File: src/sv/bm3_pkg.sv
// Shared types and constants for the 3x3 binary morphology block.
package bm3_pkg;

    localparam int CFG_W       = 12;  // width of the size registers
    localparam int COORD_W     = 11;  // width of out_row / out_col
    localparam int TDATA_IN_W  = 8;
    localparam int TDATA_OUT_W = 24;

    localparam logic [CFG_W-1:0] COLS_RST = 12'd640;
    localparam logic [CFG_W-1:0] ROWS_RST = 12'd480;

    typedef enum logic [1:0] {
        CFG_IMAGE_COLS = 2'd0,
        CFG_IMAGE_ROWS = 2'd1,
        CFG_MORPH_MODE = 2'd2
    } t_cfg_idx;

    typedef enum logic {
        MODE_ERODE  = 1'b0,
        MODE_DILATE = 1'b1
    } t_mode;

    // one window column, bit i holds row r-2+i
    typedef logic [2:0] t_wcol;

    // 3x3 window, bit i*3+j: row r-2+i, column c-j
    typedef logic [8:0] t_window;

    // results an item produces; prev_prev is bit 0 and is emitted first
    typedef struct packed {
        logic cur_cur;    // (r,   c),   closes the frame
        logic cur_prev;   // (r,   c-1), last row
        logic prev_cur;   // (r-1, c),   last column
        logic prev_prev;  // (r-1, c-1), normal lagged result
    } t_res_sel;

endpackage

File: src/sv/bm3_emit.sv
// Result sequencer: evaluates each pending result of an item and feeds the output register.
module bm3_emit #(
    parameter int CW = 11,
    parameter int RW = 11
) (
    input  logic                              i_clk,
    input  logic                              i_rst_n,
    input  logic                              i_load,
    input  bm3_pkg::t_res_sel                 i_sel,
    input  logic [RW-1:0]                     i_row,
    input  logic [CW-1:0]                     i_col,
    input  bm3_pkg::t_window                  i_win,
    input  logic [RW-1:0]                     i_last_row,
    input  logic [CW-1:0]                     i_last_col,
    input  bm3_pkg::t_mode                    i_mode,
    input  logic                              i_ready,
    output logic                              o_free,
    output logic                              o_valid,
    output logic                              o_pixel,
    output logic [bm3_pkg::COORD_W-1:0]       o_row,
    output logic [bm3_pkg::COORD_W-1:0]       o_col,
    output logic                              o_done
);

    localparam int CWX = CW + 2;
    localparam int RWX = RW + 2;

    bm3_pkg::t_res_sel r_mask;
    logic [RW-1:0]     r_row;
    logic [CW-1:0]     r_col;

    logic              r_out_valid;
    logic              r_out_pix;
    logic [bm3_pkg::COORD_W-1:0] r_out_row;
    logic [bm3_pkg::COORD_W-1:0] r_out_col;
    logic              r_out_done;

    logic [3:0] mask_v;
    logic [3:0] sel_v;
    logic [3:0] rest_v;
    logic       sel_dr;
    logic       sel_dc;
    logic       sel_last;
    logic       out_free;
    logic       emit;
    logic [2:0] row_ok;
    logic [2:0] col_ok;
    logic       dilate;
    logic       erode;
    logic       pix;
    logic [RW-1:0] res_row;
    logic [CW-1:0] res_col;
    logic [RW+bm3_pkg::COORD_W-1:0] row_ext;
    logic [CW+bm3_pkg::COORD_W-1:0] col_ext;

    assign mask_v   = r_mask;
    assign out_free = !r_out_valid || i_ready;
    assign emit     = (mask_v != '0) && out_free;
    assign rest_v   = mask_v & ~sel_v;
    assign o_free   = (mask_v == '0) || (emit && (rest_v == '0));

    // lowest pending result first
    always_comb begin
        sel_v    = '0;
        sel_dr   = 1'b0;
        sel_dc   = 1'b0;
        sel_last = 1'b0;
        if (mask_v[0]) begin
            sel_v  = 4'b0001;
            sel_dr = 1'b1;
            sel_dc = 1'b1;
        end else if (mask_v[1]) begin
            sel_v  = 4'b0010;
            sel_dr = 1'b1;
        end else if (mask_v[2]) begin
            sel_v  = 4'b0100;
            sel_dc = 1'b1;
        end else if (mask_v[3]) begin
            sel_v    = 4'b1000;
            sel_last = 1'b1;
        end
    end

    // source cell is an interior pixel of the frame
    always_comb begin
        for (int i = 0; i < 3; i++) begin
            row_ok[i] = ({2'b00, r_row} + RWX'(i) >= RWX'(3)) &&
                        ({2'b00, r_row} + RWX'(i) <= {2'b00, i_last_row} + RWX'(1));
        end
        for (int j = 0; j < 3; j++) begin
            col_ok[j] = ({2'b00, r_col} >= CWX'(j + 1)) &&
                        ({2'b00, r_col} + CWX'(1) <= {2'b00, i_last_col} + CWX'(j));
        end
    end

    always_comb begin
        dilate = 1'b0;
        for (int i = 0; i < 3; i++) begin
            for (int j = 0; j < 3; j++) begin
                if (i_win[i*3+j] && row_ok[i] && col_ok[j] &&
                    ((i != 0) || sel_dr) && ((j != 2) || sel_dc)) begin
                    dilate = 1'b1;
                end
            end
        end
    end

    // full neighborhood only in the window for the lagged result
    assign erode = sel_dr && sel_dc && (&i_win) &&
                   (r_row >= RW'(2)) && (r_row <= i_last_row) &&
                   (r_col >= CW'(2)) && (r_col <= i_last_col);

    assign pix     = (i_mode == bm3_pkg::MODE_DILATE) ? dilate : erode;
    assign res_row = r_row - RW'(sel_dr);
    assign res_col = r_col - CW'(sel_dc);
    assign row_ext = {{bm3_pkg::COORD_W{1'b0}}, res_row};
    assign col_ext = {{bm3_pkg::COORD_W{1'b0}}, res_col};

    always_ff @(posedge i_clk) begin
        if (!i_rst_n) begin
            r_mask      <= '0;
            r_out_valid <= 1'b0;
        end else begin
            if (i_load) begin
                r_mask <= i_sel;
            end else if (emit) begin
                r_mask <= bm3_pkg::t_res_sel'(rest_v);
            end
            if (emit) begin
                r_out_valid <= 1'b1;
            end else if (i_ready) begin
                r_out_valid <= 1'b0;
            end
        end
    end

    always_ff @(posedge i_clk) begin
        if (i_load) begin
            r_row <= i_row;
            r_col <= i_col;
        end
        if (emit) begin
            r_out_pix  <= pix;
            r_out_row  <= row_ext[bm3_pkg::COORD_W-1:0];
            r_out_col  <= col_ext[bm3_pkg::COORD_W-1:0];
            r_out_done <= sel_last;
        end
    end

    assign o_valid = r_out_valid;
    assign o_pixel = r_out_pix;
    assign o_row   = r_out_row;
    assign o_col   = r_out_col;
    assign o_done  = r_out_done;

endmodule

File: config.mk
export PLATFORM = sky130hd
export DESIGN_NAME = bm3_emit
export DESIGN_NICKNAME = d
export VERILOG_FILES = /design/src/sv/bm3_pkg.sv /design/src/sv/bm3_emit.sv
export SDC_FILE = /design/constraint.sdc
export NUM_CORES = 1
export LEC_CHECK = 0
export BUFFER_PORTS_ARGS = -buffer_cell sky130_fd_sc_hd__buf_2
export CAP_MARGIN = 20
export CELL_PAD_IN_SITES_DETAIL_PLACEMENT = 2
export CELL_PAD_IN_SITES_GLOBAL_PLACEMENT = 2
export CORE_MARGIN = 2
export CORE_UTILIZATION = 39
export CTS_BUF_LIST = sky130_fd_sc_hd__clkbuf_8
export CTS_CLUSTER_SIZE = 20
export DETAILED_ROUTE_END_ITERATION = 16
export PLACE_DENSITY = 0.9
export SLEW_MARGIN = 20
export SYNTH_ARGS = -nofsm -noshare
export SYNTH_HDL_FRONTEND = slang
export SYNTH_SLANG_ARGS = --single-unit
File: constraint.sdc
create_clock -name i_clk -period 9.6 [get_ports i_clk]
set_clock_uncertainty 0.1 [all_clocks]
set_input_delay 2.88 -clock i_clk [delete_from_list [all_inputs] [get_ports i_clk]]
set_output_delay 2.88 -clock i_clk [all_outputs]
set_load 0.02 [all_outputs]
# [After elaboration in Yosys (flattened, before gate mapping)]
# Cells that the tools add are included.
[classes] bitwise=2 reduce_logical=48 n_addsub=8 n_lt_le_gt_ge=16 muxes=24
[ops] op="11-bit by 2-bit greater-or-equal comparator with 1-bit output (second input constant)" n=5
[ops] op="11-bit by 1-bit adder with 12-bit output (second input constant)" n=4
[ops] op="1-bit logical AND" n=38
[ops] op="13-bit by 2-bit greater-or-equal comparator with 1-bit output (second input constant)" n=2
[ops] op="11-bit by 2-bit adder with 12-bit output (second input constant)" n=2
[ops] op="12-bit less-or-equal comparator" n=2
[ops] op="4-bit two-way mux" n=6
[ops] op="11-bit less-or-equal comparator" n=2
[ops] op="11-bit by 1-bit subtractor with 11-bit output" n=2
[ops] op="1-bit two-way mux" n=18
[ops] op="11-bit by 13-bit less-or-equal comparator with 1-bit output" n=1
[ops] op="12-bit by 13-bit less-or-equal comparator with 1-bit output" n=1
[ops] op="13-bit by 11-bit less-or-equal comparator with 1-bit output" n=1
[ops] op="13-bit by 12-bit less-or-equal comparator with 1-bit output" n=1
[ops] op="11-bit by 1-bit greater-or-equal comparator with 1-bit output (second input constant)" n=1
[ops] op="9-bit AND reduction" n=1
[ops] op="4-bit logical NOT" n=2
[ops] op="4-bit bitwise AND" n=1
[ops] op="4-bit NOT" n=1
[ops] op="2-bit nonzero test" n=2
[ops] op="4-bit nonzero test" n=1
[ops] op="3-bit OR reduction" n=1
[ops] op="1-bit logical OR" n=2
[ops] op="1-bit logical NOT" n=1
[word_totals] input_bits=62 out_inout_bits=26 register_bits=51 elab_cells=109

# [Logic depth before layout (Yosys ltp)]
# Gate-level depths: netlist of run 1.
[logic_depth] word_depth=16 depth_mapped=16 depth_no_buf=16

# [Least setup slack after synthesis of run 1]
# Ideal clock, no wire load.
[synth_timing] kind="input -> output" start="input i_ready" end="output o_free" path_buffers=1 cell_stages=6 required_time_ps=6620 slack_ps=2717 arrival_ps=3903 path_cell_list="nor2b_1 > clkbuf_1 > maj3_1 > nor2_1 > nor2_1 > o2bb2ai_1"
[synth_between] elab_chain_cells=4
[synth_rtl] element="start, declared" line_no="bm3_emit.sv:16" rtl="input logic i_ready,"
[synth_rtl] element="1-bit logical OR" line_no="bm3_emit.sv:57" rtl="assign out_free = !r_out_valid || i_ready;"
[synth_rtl] element="1-bit logical AND" line_no="bm3_emit.sv:58" rtl="assign emit = (mask_v != '0) && out_free;"
[synth_rtl] element="1-bit logical AND" line_no="bm3_emit.sv:60" rtl="assign o_free = (mask_v == '0) || (emit && (rest_v == '0));"
[synth_rtl] element="1-bit logical OR" line_no="bm3_emit.sv:60"
[synth_rtl] element="end, declared" line_no="bm3_emit.sv:17" rtl="output logic o_free,"
# No other way between the ends.

# [Final worst setup path of run 1]
# Same ends and word-level chain as after synthesis.

==> summary.md, run 1 <==
| Metric | Value |
|---|---|
| CTS Hold Buffers Added | `0` |
| Fmax | `142 MHz` |
| Max_slew headroom | `32.4%` |
| Worst Path Max Fanout | `8` |
| Slew at the pin closest to its max-slew limit | `0.989 ns` |
| CORE AREA | `0.0139 mm²` |
| Final Setup Violations | `0` |
| Final hold violation count | `0` |
| Initial detailed-routing violation count | `291` |
| Met1 Track Usage GR | `about a third` |
| Commonest cells in the netlist | `ha_1 (102), xnor2_1 (55), inv_1 (51)` |
| Initial antenna violation count | `1` |
| # clock sinks | `51` |
| Post-synthesis cell area | `between 0.005 and 0.006 mm²` |
| Maximum VDD drop | `55.4 µV` |
| Post-synthesis cell count | `607` |
| Critical Path Source Type | `input port` |
| Top post-synthesis cells by area | `edfxtp_1 (25%), ha_1 (23%), xnor2_1 (8.7%)` |
| HPWL Detailed | `between 15,000 and 20,000 µm` |
| Gr ovfl total | `0` |
| CTS Buf Count | `5` |
| Post-route ant nets | `0` |
| Initial Util | `39.9%` |
| Post-layout minimum cycle time | `7.03 ns` |
| Vias in the first global route | `a little under 6,000` |
| CTS tree | `yes` |
| Count leader, synth | `ha_1` |
| RSZ-0062 raised after global routing | `no` |
| IO buf count | `87` |
| Post-synth EDFFs | `46` |
| Chip height | `123 µm` |
| Crit path DAT | `4.05 ns` |
| GP Congestion | `0.887` |
| Sequential share of the synthesized area | `between 20% and 30%` |
| Placed Area | `a little over 0.006 mm²` |
| Post-synth ARST share | `0%` |
| Row count | `between 40 and 50` |
| Final Routed Wirelength | `slightly above 20,000 µm` |
| Largest net degree at the start of global routing | `30` |
| Max Transition Viols Final | `0` |
| Area share of the largest cell type after synthesis | `24.8%` |
| Ys flop type | `edfxtp_1` |
| Synthesis Warnings | `0` |
| Critical Path Sink Type | `primary output` |
| Syn Nets | `approximately 770` |
| Fin crit share | `73.2%` |
| Post-CTS Setup Bufs | `0` |
| I/O pin count | `88` |
| Gr busiest metal | `met2` |
| Pre-CTS setup slack | `2.57 ns` |
| Met3 Use GR | `roughly 4.3%` |
| # resized after CTS | `0` |
| Die X | `123 µm` |
| Residual DRC | `0` |
| Power Density | `118 mW/mm²` |
| DIE AREA | `0.0152 mm²` |
| CP required | `6.62 ns` |
| Final worst setup slack | `2.57 ns` |
| CTS HTree Levels | `2` |
| Vias | `5,261` |
| Layout cells sized above 1 | `15.7%` |
| Avg WL per Cell | `approximately 23 µm` |
| First-pass DRT Iterations | `5` |
| Clock tree buffer depth | `2` |
| CP Class | `in -> out` |
| Fin area | `about 0.0063 mm²` |
| Final net count | `~850` |
| HP Class | `reg -> reg` |
| Total Routing Usage GR | `approximately 28%` |
| Worst-path clk slew | `0.10 ns` |
| TNS Setup | `0 ns` |
| FILL cells | `1,570` |
| Synthesis-to-layout area growth | `12.5%` |
| Clock Latency Late Sink | `0.34 ns` |
| Leakage | `2.69 nW` |
| Met2 usage in global routing | `49.4%` |
| Outcome | `completed` |
| Synth Register Bits | `between 50 and 60` |
| Synth unique cells | `70` |
| Synth area leader | `edfxtp_1` |
| Global-route wire length before repair | `31,900 µm` |
| Final Util | `roughly 45%` |
| Avg Cell Area, Syn | `9.17 µm²` |
| Vias/cell | `around 6` |
| Clock root cell | `clkbuf_8` |
| Max Cap Viol | `0` |
[final cells by class]
cell class                 count  area [µm²]  area share, %
antenna                        1        2.50         0.0400
clock buffer                   7        96.3           1.54
clock inverter                 1        7.51          0.120
inverter                      52         195           3.12
multi-input combinational    487        3810           60.8
sequential                    51        1480           23.7
tap                          180         225           3.60
timing repair buffer          88         443           7.08
[worst max-delay path: stages]
cell	delay (ns)
buf_2	0.10
nor2b_1	0.42
maj3_1	0.28
nor2_1	0.04
nor2_1	0.09
o2bb2ai_1	0.07
buf_2	0.16
[sequential cells by signal (all words and copies together) (netlist names)]
name,cells
o_col,11
o_row,11
r_col,11
r_row,11
mask_v,4
o_done,1
o_pixel,1
o_valid,1
[power by group]
| part | total [mW] | internal, mW | switching [mW] | leakage, nW |
|---|---|---|---|---|
| logic | 0.293 | 0.116 | 0.177 | 2.15 |
| clock network | 0.146 | 0.0658 | 0.0802 | 0.0505 |
| registers | 0.301 | 0.268 | 0.0332 | 0.487 |
[stage by stage]
stage,instances,hold slack (ns),power (mW)
CTS,866,0.497,0.739
floorplan,607,0.420,0.478
detailed placement,858,0.471,0.592
global placement,858,0.462,0.562
global route,866,0.543,0.781
finish,867,0.494,0.740
[worst paths after layout]
path	start	cells past startpoint	to	slack, ns
worst max-delay path	i_ready	7	o_free	2.57
worst min-delay path	mask_v[3]	2	mask_v[3]	0.49
worst max register to register	r_col[1]	15	o_pixel	4.86
worst min register to register	mask_v[3]	2	mask_v[3]	0.49
[layer usage]
layer,wire length (µm),part of all wire [%],vias up
li1,-,-,2393
met1,8750,43,2661
met2,10200,50,161
met3,941,4.6,46
met4,513,2.5,0
met5,0,0,-
[layout by cell type, fill, tap and decap left out, types with 19 or more instances in the layout]
master / synthesis / layout
edfxtp_1: 46 / 46
nor2_1: 40 / 40
o21ai_0: 19 / 19
inv_1: 51 / 51
ha_1: 102 / 102
nand3_1: 37 / 37
xnor2_1: 55 / 55
nand2_1: 37 / 37
buf_2: 8 / 87
nand4_1: 19 / 19
xor2_1: 20 / 20
[logic make-up after synthesis]
kind of cell / after synthesis / synth area share, %
AO/OA/AOI/OAI: 108 / 14.2
XOR/XNOR: 75 / 11.8
adder cells (fa/ha/maj): 106 / 23.7
buffers and inverters: 69 / 5.04
flip-flops: 51 / 26.6
AND/OR/NAND/NOR: 198 / 18.7
Note: power is estimated with default switching activity, not from simulation.
==> inputs of run 2 (changes only) <==
--- a/config.mk
+++ b/config.mk
@@ -10,11 +10,11 @@
 export CELL_PAD_IN_SITES_DETAIL_PLACEMENT = 2
 export CELL_PAD_IN_SITES_GLOBAL_PLACEMENT = 2
 export CORE_MARGIN = 2
-export CORE_UTILIZATION = 39
+export CORE_UTILIZATION = 37
 export CTS_BUF_LIST = sky130_fd_sc_hd__clkbuf_8
 export CTS_CLUSTER_SIZE = 20
 export DETAILED_ROUTE_END_ITERATION = 16
-export PLACE_DENSITY = 0.9
+export PLACE_DENSITY = 0.86
 export SLEW_MARGIN = 20
 export SYNTH_ARGS = -nofsm -noshare
 export SYNTH_HDL_FRONTEND = slang
==> constraint.sdc (replaced) <==
create_clock -name i_clk -period 7.2 [get_ports i_clk]
set_clock_uncertainty 0.1 [all_clocks]
set_input_delay 2.16 -clock i_clk [delete_from_list [all_inputs] [get_ports i_clk]]
set_output_delay 2.16 -clock i_clk [all_outputs]
set_load 0.02 [all_outputs]
==> summary.md, run 2 (synthesis gave the netlist of run 1 again) <==
| Metric | Value |
|---|---|
| Outcome | `completed (unchanged)` |
| Leakage | `2.71 nW (was 2.69 nW)` |
| Power Density | `164 mW/mm² (was 118 mW/mm²)` |
| Fmax | `177 MHz` |
| CP Class | `in -> out (unchanged)` |
| Slowest CP cell | `nor2b_1 (unchanged)` |
| TNS Setup | `0 ns (unchanged)` |
| CTS HTree Levels | `2 (unchanged)` |
| Max_slew headroom | `34.5% (was 32.4%)` |
| # resized after CTS | `0 (unchanged)` |
| Hold slack | `0.497 ns (was 0.494 ns)` |
| Most frequent cells in the layout | `ha_1 (102), buf_2 (87), xnor2_1 (55), inv_1 (52), edfxtp_1 (46) (was ha_1 (102), buf_2 (87), xnor2_1 (55), inv_1 (51), edfxtp_1 (46))` |
| Vias/cell | `5.84 (was 6.07)` |
| RSZ-0062 raised after global routing | `no (unchanged)` |
| Most common cell after layout, fill and taps aside | `ha_1 (unchanged)` |
| GP Congestion | `0.953 (was 0.887)` |
| Initial antenna violation count | `1 (unchanged)` |
| Die X | `127 µm (was 123 µm)` |
| Final worst setup slack | `1.56 ns (was 2.57 ns)` |
| Avg WL per Cell | `23.1 µm (was 23.5 µm)` |
| Largest net degree at the start of global routing | `30 (unchanged)` |
| IO buf count | `87 (unchanged)` |
| Initial Util | `38.1% (was 39.9%)` |
| First-pass DRT Iterations | `4 (was 5)` |
| Final hold violation count | `0 (unchanged)` |
| HP Class | `reg -> reg (unchanged)` |
| I/O pin count | `88 (unchanged)` |
| CORE AREA | `0.0146 mm² (was 0.0139 mm²)` |
| Final Routed Wirelength | `20,100 µm (was 20,400 µm)` |
| Crit path cell chain | `buf_2 > nor2b_1 > maj3_1 > nor2_1 > nor2_1 > o2bb2ai_1 > buf_2 (unchanged)` |
| Clock root cell | `clkbuf_8 (unchanged)` |
| DIE AREA | `0.0160 mm² (was 0.0152 mm²)` |
| Clock tree buffer depth | `2 (unchanged)` |
| # clock sinks | `51 (unchanged)` |
| Worst-path clk slew | `0.11 ns (was 0.10 ns)` |
| Critical Path Sink Type | `primary output (unchanged)` |
| Final Setup Violations | `0 (unchanged)` |
| Critical Path Source Type | `input port (unchanged)` |
| Fin crit share | `78.3%` |
| Initial detailed-routing violation count | `213 (was 291)` |
| CTS Buf Count | `5 (unchanged)` |
| Chip height | `127 µm (was 123 µm)` |
| Max Cap Viol | `0 (unchanged)` |
| Vias | `5,085 (was 5,261)` |
| Max Transition Viols Final | `0 (unchanged)` |
| CP required | `4.94 ns (was 6.62 ns)` |
| Final net count | `849 (unchanged)` |
| R2R cell count | `15 (unchanged)` |
| CTS tree | `yes (unchanged)` |
| HPWL Detailed | `16,800 µm (about the same)` |
| Hold path depth | `1 (was 2)` |
| Crit path DAT | `3.38 ns (was 4.05 ns)` |
| Clock Latency Late Sink | `0.34 ns (about the same)` |
| Residual DRC | `0 (unchanged)` |
| Row count | `44 (was 43)` |
| Synthesis-to-layout area growth | `13.0% (was 12.5%)` |
| Total Routing Usage GR | `25.1% (was 27.8%)` |
| Layout cells sized above 1 | `15.6% (was 15.7%)` |
| CTS Hold Buffers Added | `0 (unchanged)` |
| Maximum VDD drop | `77.2 µV (was 55.4 µV)` |
| Post-CTS Setup Bufs | `0 (unchanged)` |
| Global-route wire length before repair | `31,200 µm (was 31,900 µm)` |
| Gr ovfl total | `0 (unchanged)` |
| Vias in the first global route | `5,843 (was 5,808)` |
| Worst Path Max Fanout | `8 (unchanged)` |
| Ant diodes | `0 (was 1)` |
| Post-layout minimum cycle time | `5.64 ns` |
| Largest stage delay, worst path | `0.47 ns (was 0.42 ns)` |
| Post-route ant nets | `0 (unchanged)` |
| Pre-CTS setup slack | `1.46 ns (was 2.57 ns)` |
| Slew at the pin closest to its max-slew limit | `0.958 ns (was 0.989 ns)` |
| Overall Power | `1.03 mW (was 740 µW)` |
-- run 2: cell types whose count changed in the layout (fill, tap and decap cells not counted), sizes merged --
| cell | previous run | this run |
|---|---|---|
| clkbuf | 7 | 5 |
| inv | 51 | 52 |
| bufinv | 0 | 2 |
| clkinvlp | 1 | 0 |
| diode | 1 | 0 |
-- run 2: layout make-up --
cell class / count / area, µm²
Inverter: 52 / 195
Tap cell: 184 / 230
Clock buffer: 5 / 68.8
Fill cell: 1636 / 8300
Multi-Input combinational cell: 487 / 3810
Sequential cell: 51 / 1480
Clock inverter: 3 / 63.8
Timing Repair Buffer: 88 / 443
-- run 2: layer usage --
layer	part of all wire [%]	global-route usage (%)	wire length (µm)	vias up
li1	-	-	-	2399
met1	43	31.4	8650	2521
met2	50	45.1	10000	135
met3	5.3	3.80	1070	28
met4	1.6	6.27	328	2
met5	0.060	0	12	-
-- run 2: critical path: cells and delay by family --
family	cells	cell delay (ns)
simple gates	3	0.60
buf+inv	2	0.26
compound gates	1	0.07
fa+ha+maj	1	0.29
-- run 2: per-stage QoR --
stage / cells / area, µm² / utilization, %
final: 870 / 6290 / 43.1
after global routing: 870 / 6290 / 43.1
after CTS: 870 / 6290 / 43.1
after detailed placement: 862 / 6160 / 42.2
after global placement: 862 / 6160 / 42.2
after floorplan: 607 / 5570 / -
-- run 2: where the power goes --
group / switching [mW] / internal, mW
Combinational: 0.233 / 0.154
Sequential: 0.0444 / 0.357
Clock: 0.103 / 0.138
Total: 0.380 / 0.648
-- run 2: final timing paths --
| check | startpoint | to | slack [ns] |
|---|---|---|---|
| setup / recovery | i_ready | o_free | 1.56 |
| hold / removal | mask_v[3] | o_valid | 0.50 |
| setup reg to reg | r_col[1] | o_pixel | 2.55 |
| hold reg to reg | mask_v[3] | o_valid | 0.50 |
==> inputs of run 3 (changes only) <==
--- a/config.mk
+++ b/config.mk
@@ -5,16 +5,17 @@
 export SDC_FILE = /design/constraint.sdc
 export NUM_CORES = 1
 export LEC_CHECK = 0
+export ABC_AREA = 1
 export BUFFER_PORTS_ARGS = -buffer_cell sky130_fd_sc_hd__buf_2
 export CAP_MARGIN = 20
 export CELL_PAD_IN_SITES_DETAIL_PLACEMENT = 2
 export CELL_PAD_IN_SITES_GLOBAL_PLACEMENT = 2
 export CORE_MARGIN = 2
-export CORE_UTILIZATION = 37
+export CORE_UTILIZATION = 34
 export CTS_BUF_LIST = sky130_fd_sc_hd__clkbuf_8
 export CTS_CLUSTER_SIZE = 20
 export DETAILED_ROUTE_END_ITERATION = 16
-export PLACE_DENSITY = 0.86
+export PLACE_DENSITY = 0.84
 export SLEW_MARGIN = 20
 export SYNTH_ARGS = -nofsm -noshare
 export SYNTH_HDL_FRONTEND = slang
==> constraint.sdc (replaced) <==
create_clock -name i_clk -period 5.8 [get_ports i_clk]
set_clock_uncertainty 0.1 [all_clocks]
set_input_delay 1.74 -clock i_clk [delete_from_list [all_inputs] [get_ports i_clk]]
set_output_delay 1.74 -clock i_clk [all_outputs]
set_load 0.02 [all_outputs]
==> summary.md, run 3 <==
| Metric | Value |
|---|---|
| Clock Latency Late Sink | `0.35 ns (was 0.34 ns)` |
| Final Util | `39.0% (was 43.1%)` |
| Syn Nets | `958 (was 771)` |
| Layout cells sized above 1 | `16.1% (was 15.6%)` |
| Power Density | `187 mW/mm² (was 164 mW/mm²)` |
| Die X | `136 µm (was 127 µm)` |
| Residual DRC | `0 (unchanged)` |
| Ant diodes | `0 (unchanged)` |
| Fin crit share | `approximately three quarters` |
| Final hold violation count | `0 (unchanged)` |
| Maximum VDD drop | `153 µV (was 77.2 µV)` |
| Post-synth EDFFs | `46 (unchanged)` |
| CTS HTree Levels | `2 (unchanged)` |
| Vias in the first global route | `6,042 (was 5,843)` |
| # clock sinks | `51 (unchanged)` |
| Gr ovfl total | `0 (unchanged)` |
| CTS Buf Count | `5 (unchanged)` |
| Post-layout minimum cycle time | `4.42 ns` |
| Sequential share of the synthesized area | `25.0% (was 26.6%)` |
| DIE AREA | `0.0185 mm² (was 0.0160 mm²)` |
| Overall Power | `1.26 mW (was 1.03 mW)` |
| Final Routed Wirelength | `21,200 µm (was 20,100 µm)` |
| Ys flop type | `edfxtp_1 (unchanged)` |
| Synthesis Warnings | `0 (unchanged)` |
| FILL cells | `2,112 (was 1,636)` |
| Area share of the largest cell type after synthesis | `23.3% (was 24.8%)` |
| Post-synth ARST share | `0% (unchanged)` |
| I/O pin count | `88 (unchanged)` |
| Post-route ant nets | `0 (unchanged)` |
| Max_slew headroom | `50.0% (was 34.5%)` |
| Critical Path Sink Type | `primary output (unchanged)` |
| Max Transition Viols Final | `0 (unchanged)` |
| Synth Register Bits | `51 (unchanged)` |
| Final net count | `1,045 (was 849)` |
| Post-synthesis cell count | `794 (was 607)` |
| Leakage | `3.38 nW (was 2.71 nW)` |
| CP required | `3.96 ns (was 4.94 ns)` |
| Crit path DAT | `2.58 ns (was 3.38 ns)` |
| Fin area | `0.00671 mm² (was 0.00629 mm²)` |
| Most frequent cells in the layout | `nand2_1 (168), inv_1 (119), ha_1 (102), buf_2 (87), nand3_1 (56) (was ha_1 (102), buf_2 (87), xnor2_1 (55), inv_1 (52), edfxtp_1 (46))` |
| Post-CTS Setup Bufs | `0 (unchanged)` |
| # resized after CTS | `0 (unchanged)` |
| IO buf count | `87 (unchanged)` |
| Placed Area | `0.00661 mm² (was 0.00616 mm²)` |
| Slowest CP cell | `a31o_2 (was nor2b_1)` |
| Vias | `5,769 (was 5,085)` |
| Post-synthesis cell area | `0.00593 mm² (was 0.00557 mm²)` |
| Clock root cell | `clkbuf_8 (unchanged)` |
| Total Routing Usage GR | `23.3% (was 25.1%)` |
| First-pass DRT Iterations | `4 (unchanged)` |
| Outcome | `completed (unchanged)` |
| GP Congestion | `0.863 (was 0.953)` |
| Commonest cells in the netlist | `nand2_1 (168), inv_1 (119), ha_1 (102) (was ha_1 (102), xnor2_1 (55), inv_1 (51))` |
| TNS Setup | `0 ns (unchanged)` |
| Largest stage delay, worst path | `0.25 ns (was 0.47 ns)` |
| Placed Instances | `1,099 (was 862)` |
| Worst-path clk slew | `0.11 ns (about the same)` |
| Finished Layout Cells | `1,107 (was 870)` |
| CORE AREA | `0.0172 mm² (was 0.0146 mm²)` |
| HPWL Detailed | `18,100 µm (was 16,800 µm)` |
| Crit path cell chain | `buf_2 > nor2_1 > inv_1 > a31o_2 > buf_2 (was buf_2 > nor2b_1 > maj3_1 > nor2_1 > nor2_1 > o2bb2ai_1 > buf_2)` |
| Max Cap Viol | `0 (unchanged)` |
| Initial Util | `34.5% (was 38.1%)` |
| Fmax | `226 MHz` |
| Hold slack | `0.422 ns (was 0.497 ns)` |
| Slew at the pin closest to its max-slew limit | `0.750 ns (was 0.958 ns)` |
| Synth area leader | `edfxtp_1 (unchanged)` |
| Worst Path Max Fanout | `4 (was 8)` |
| Pre-CTS setup slack | `1.13 ns (was 1.46 ns)` |
| Count leader, synth | `nand2_1 (was ha_1)` |
| Synthesis-to-layout area growth | `13.1% (was 13.0%)` |
| HP Class | `reg -> reg (unchanged)` |
| CTS tree | `yes (unchanged)` |
| Vias/cell | `5.21 (was 5.84)` |
| Top post-synthesis cells by area | `edfxtp_1 (23%), ha_1 (22%), nand2_1 (11%) (was edfxtp_1 (25%), ha_1 (23%), xnor2_1 (8.7%))` |
| Synth unique cells | `42 (was 70)` |
| Avg WL per Cell | `19.2 µm (was 23.1 µm)` |
| Largest net degree at the start of global routing | `29 (was 30)` |
| CP Class | `in -> out (unchanged)` |
| Final worst setup slack | `1.38 ns (was 1.56 ns)` |
| Final Setup Violations | `0 (unchanged)` |
| Chip height | `136 µm (was 127 µm)` |
| Clock tree buffer depth | `2 (unchanged)` |
| Critical Path Source Type | `input port (unchanged)` |
| CTS Hold Buffers Added | `0 (unchanged)` |
| Row count | `48 (was 44)` |
| Most common cell after layout, fill and taps aside | `nand2_1 (was ha_1)` |
| RSZ-0062 raised after global routing | `no (unchanged)` |
| Avg Cell Area, Syn | `7.47 µm² (was 9.17 µm²)` |
| Initial antenna violation count | `0 (was 1)` |
| Initial detailed-routing violation count | `219 (was 213)` |
| Global-route wire length before repair | `33,200 µm (was 31,200 µm)` |
| Most used cell, CP | `buf_2` |
==> run 3: changes by cell type after synthesis, sizes merged, moves of 22 or more <==
cell,before,now
nand3,38,60
xnor2,55,6
nor2,40,68
nand2,37,186
inv,51,125
xor2,20,42
a21oi,18,44
==> run 3: cell families after synthesis <==
logic type      synth area share (%)
simple gates                    28.0
flops                           25.0
buf+inv                         8.88
xor+xnor                        7.09
compound gates                  9.39
fa+ha+maj                       21.5
mux                            0.190
==> run 3: path summary, 6_finish.rpt <==
check / slack (ns) / startpoint / cells after the start / end
worst max-delay path: 1.38 / i_ready / 5 / o_free
worst min-delay path: 0.42 / mask_v[2] / 2 / mask_v[2]
worst max register to register: 1.82 / r_col[0] / 24 / o_pixel
worst min register to register: 0.42 / mask_v[2] / 2 / mask_v[2]
==> run 3: critical path: cells and delay by family <==
kind	cells	cell delay [ns]
buffers and inverters	3	0.35
AOI/OAI and AO/OA	1	0.25
and+or+nand+nor	1	0.23
==> run 3: routing by layer <==
metal / part of all wire [%] / vias up / wire, µm / track usage (%)
li1: - / 2817 / - / -
met2: 48 / 89 / 10200 / 39.8
met3: 3.2 / 16 / 682 / 2.80
met5: 0 / - / 0 / 0
met4: 1.4 / 0 / 297 / 5.03
met1: 47 / 2847 / 10100 / 31.7
==> run 3: cell type report <==
type	count	area, µm²	share of cell area [%]
sequential	51	1480	22.1
timing repair buffer	88	443	6.61
tap	225	282	4.20
multi-input combinational	608	3930	58.5
clock buffer	5	68.8	1.03
inverter	127	477	7.11
clock inverter	3	28.8	0.429
==> run 3: where the power goes <==
group | internal [mW] | switching (mW) | total (mW)
clock network | 0.0901 | 0.157 | 0.247
logic | 0.177 | 0.334 | 0.511
registers | 0.448 | 0.0498 | 0.498
total | 0.715 | 0.541 | 1.26
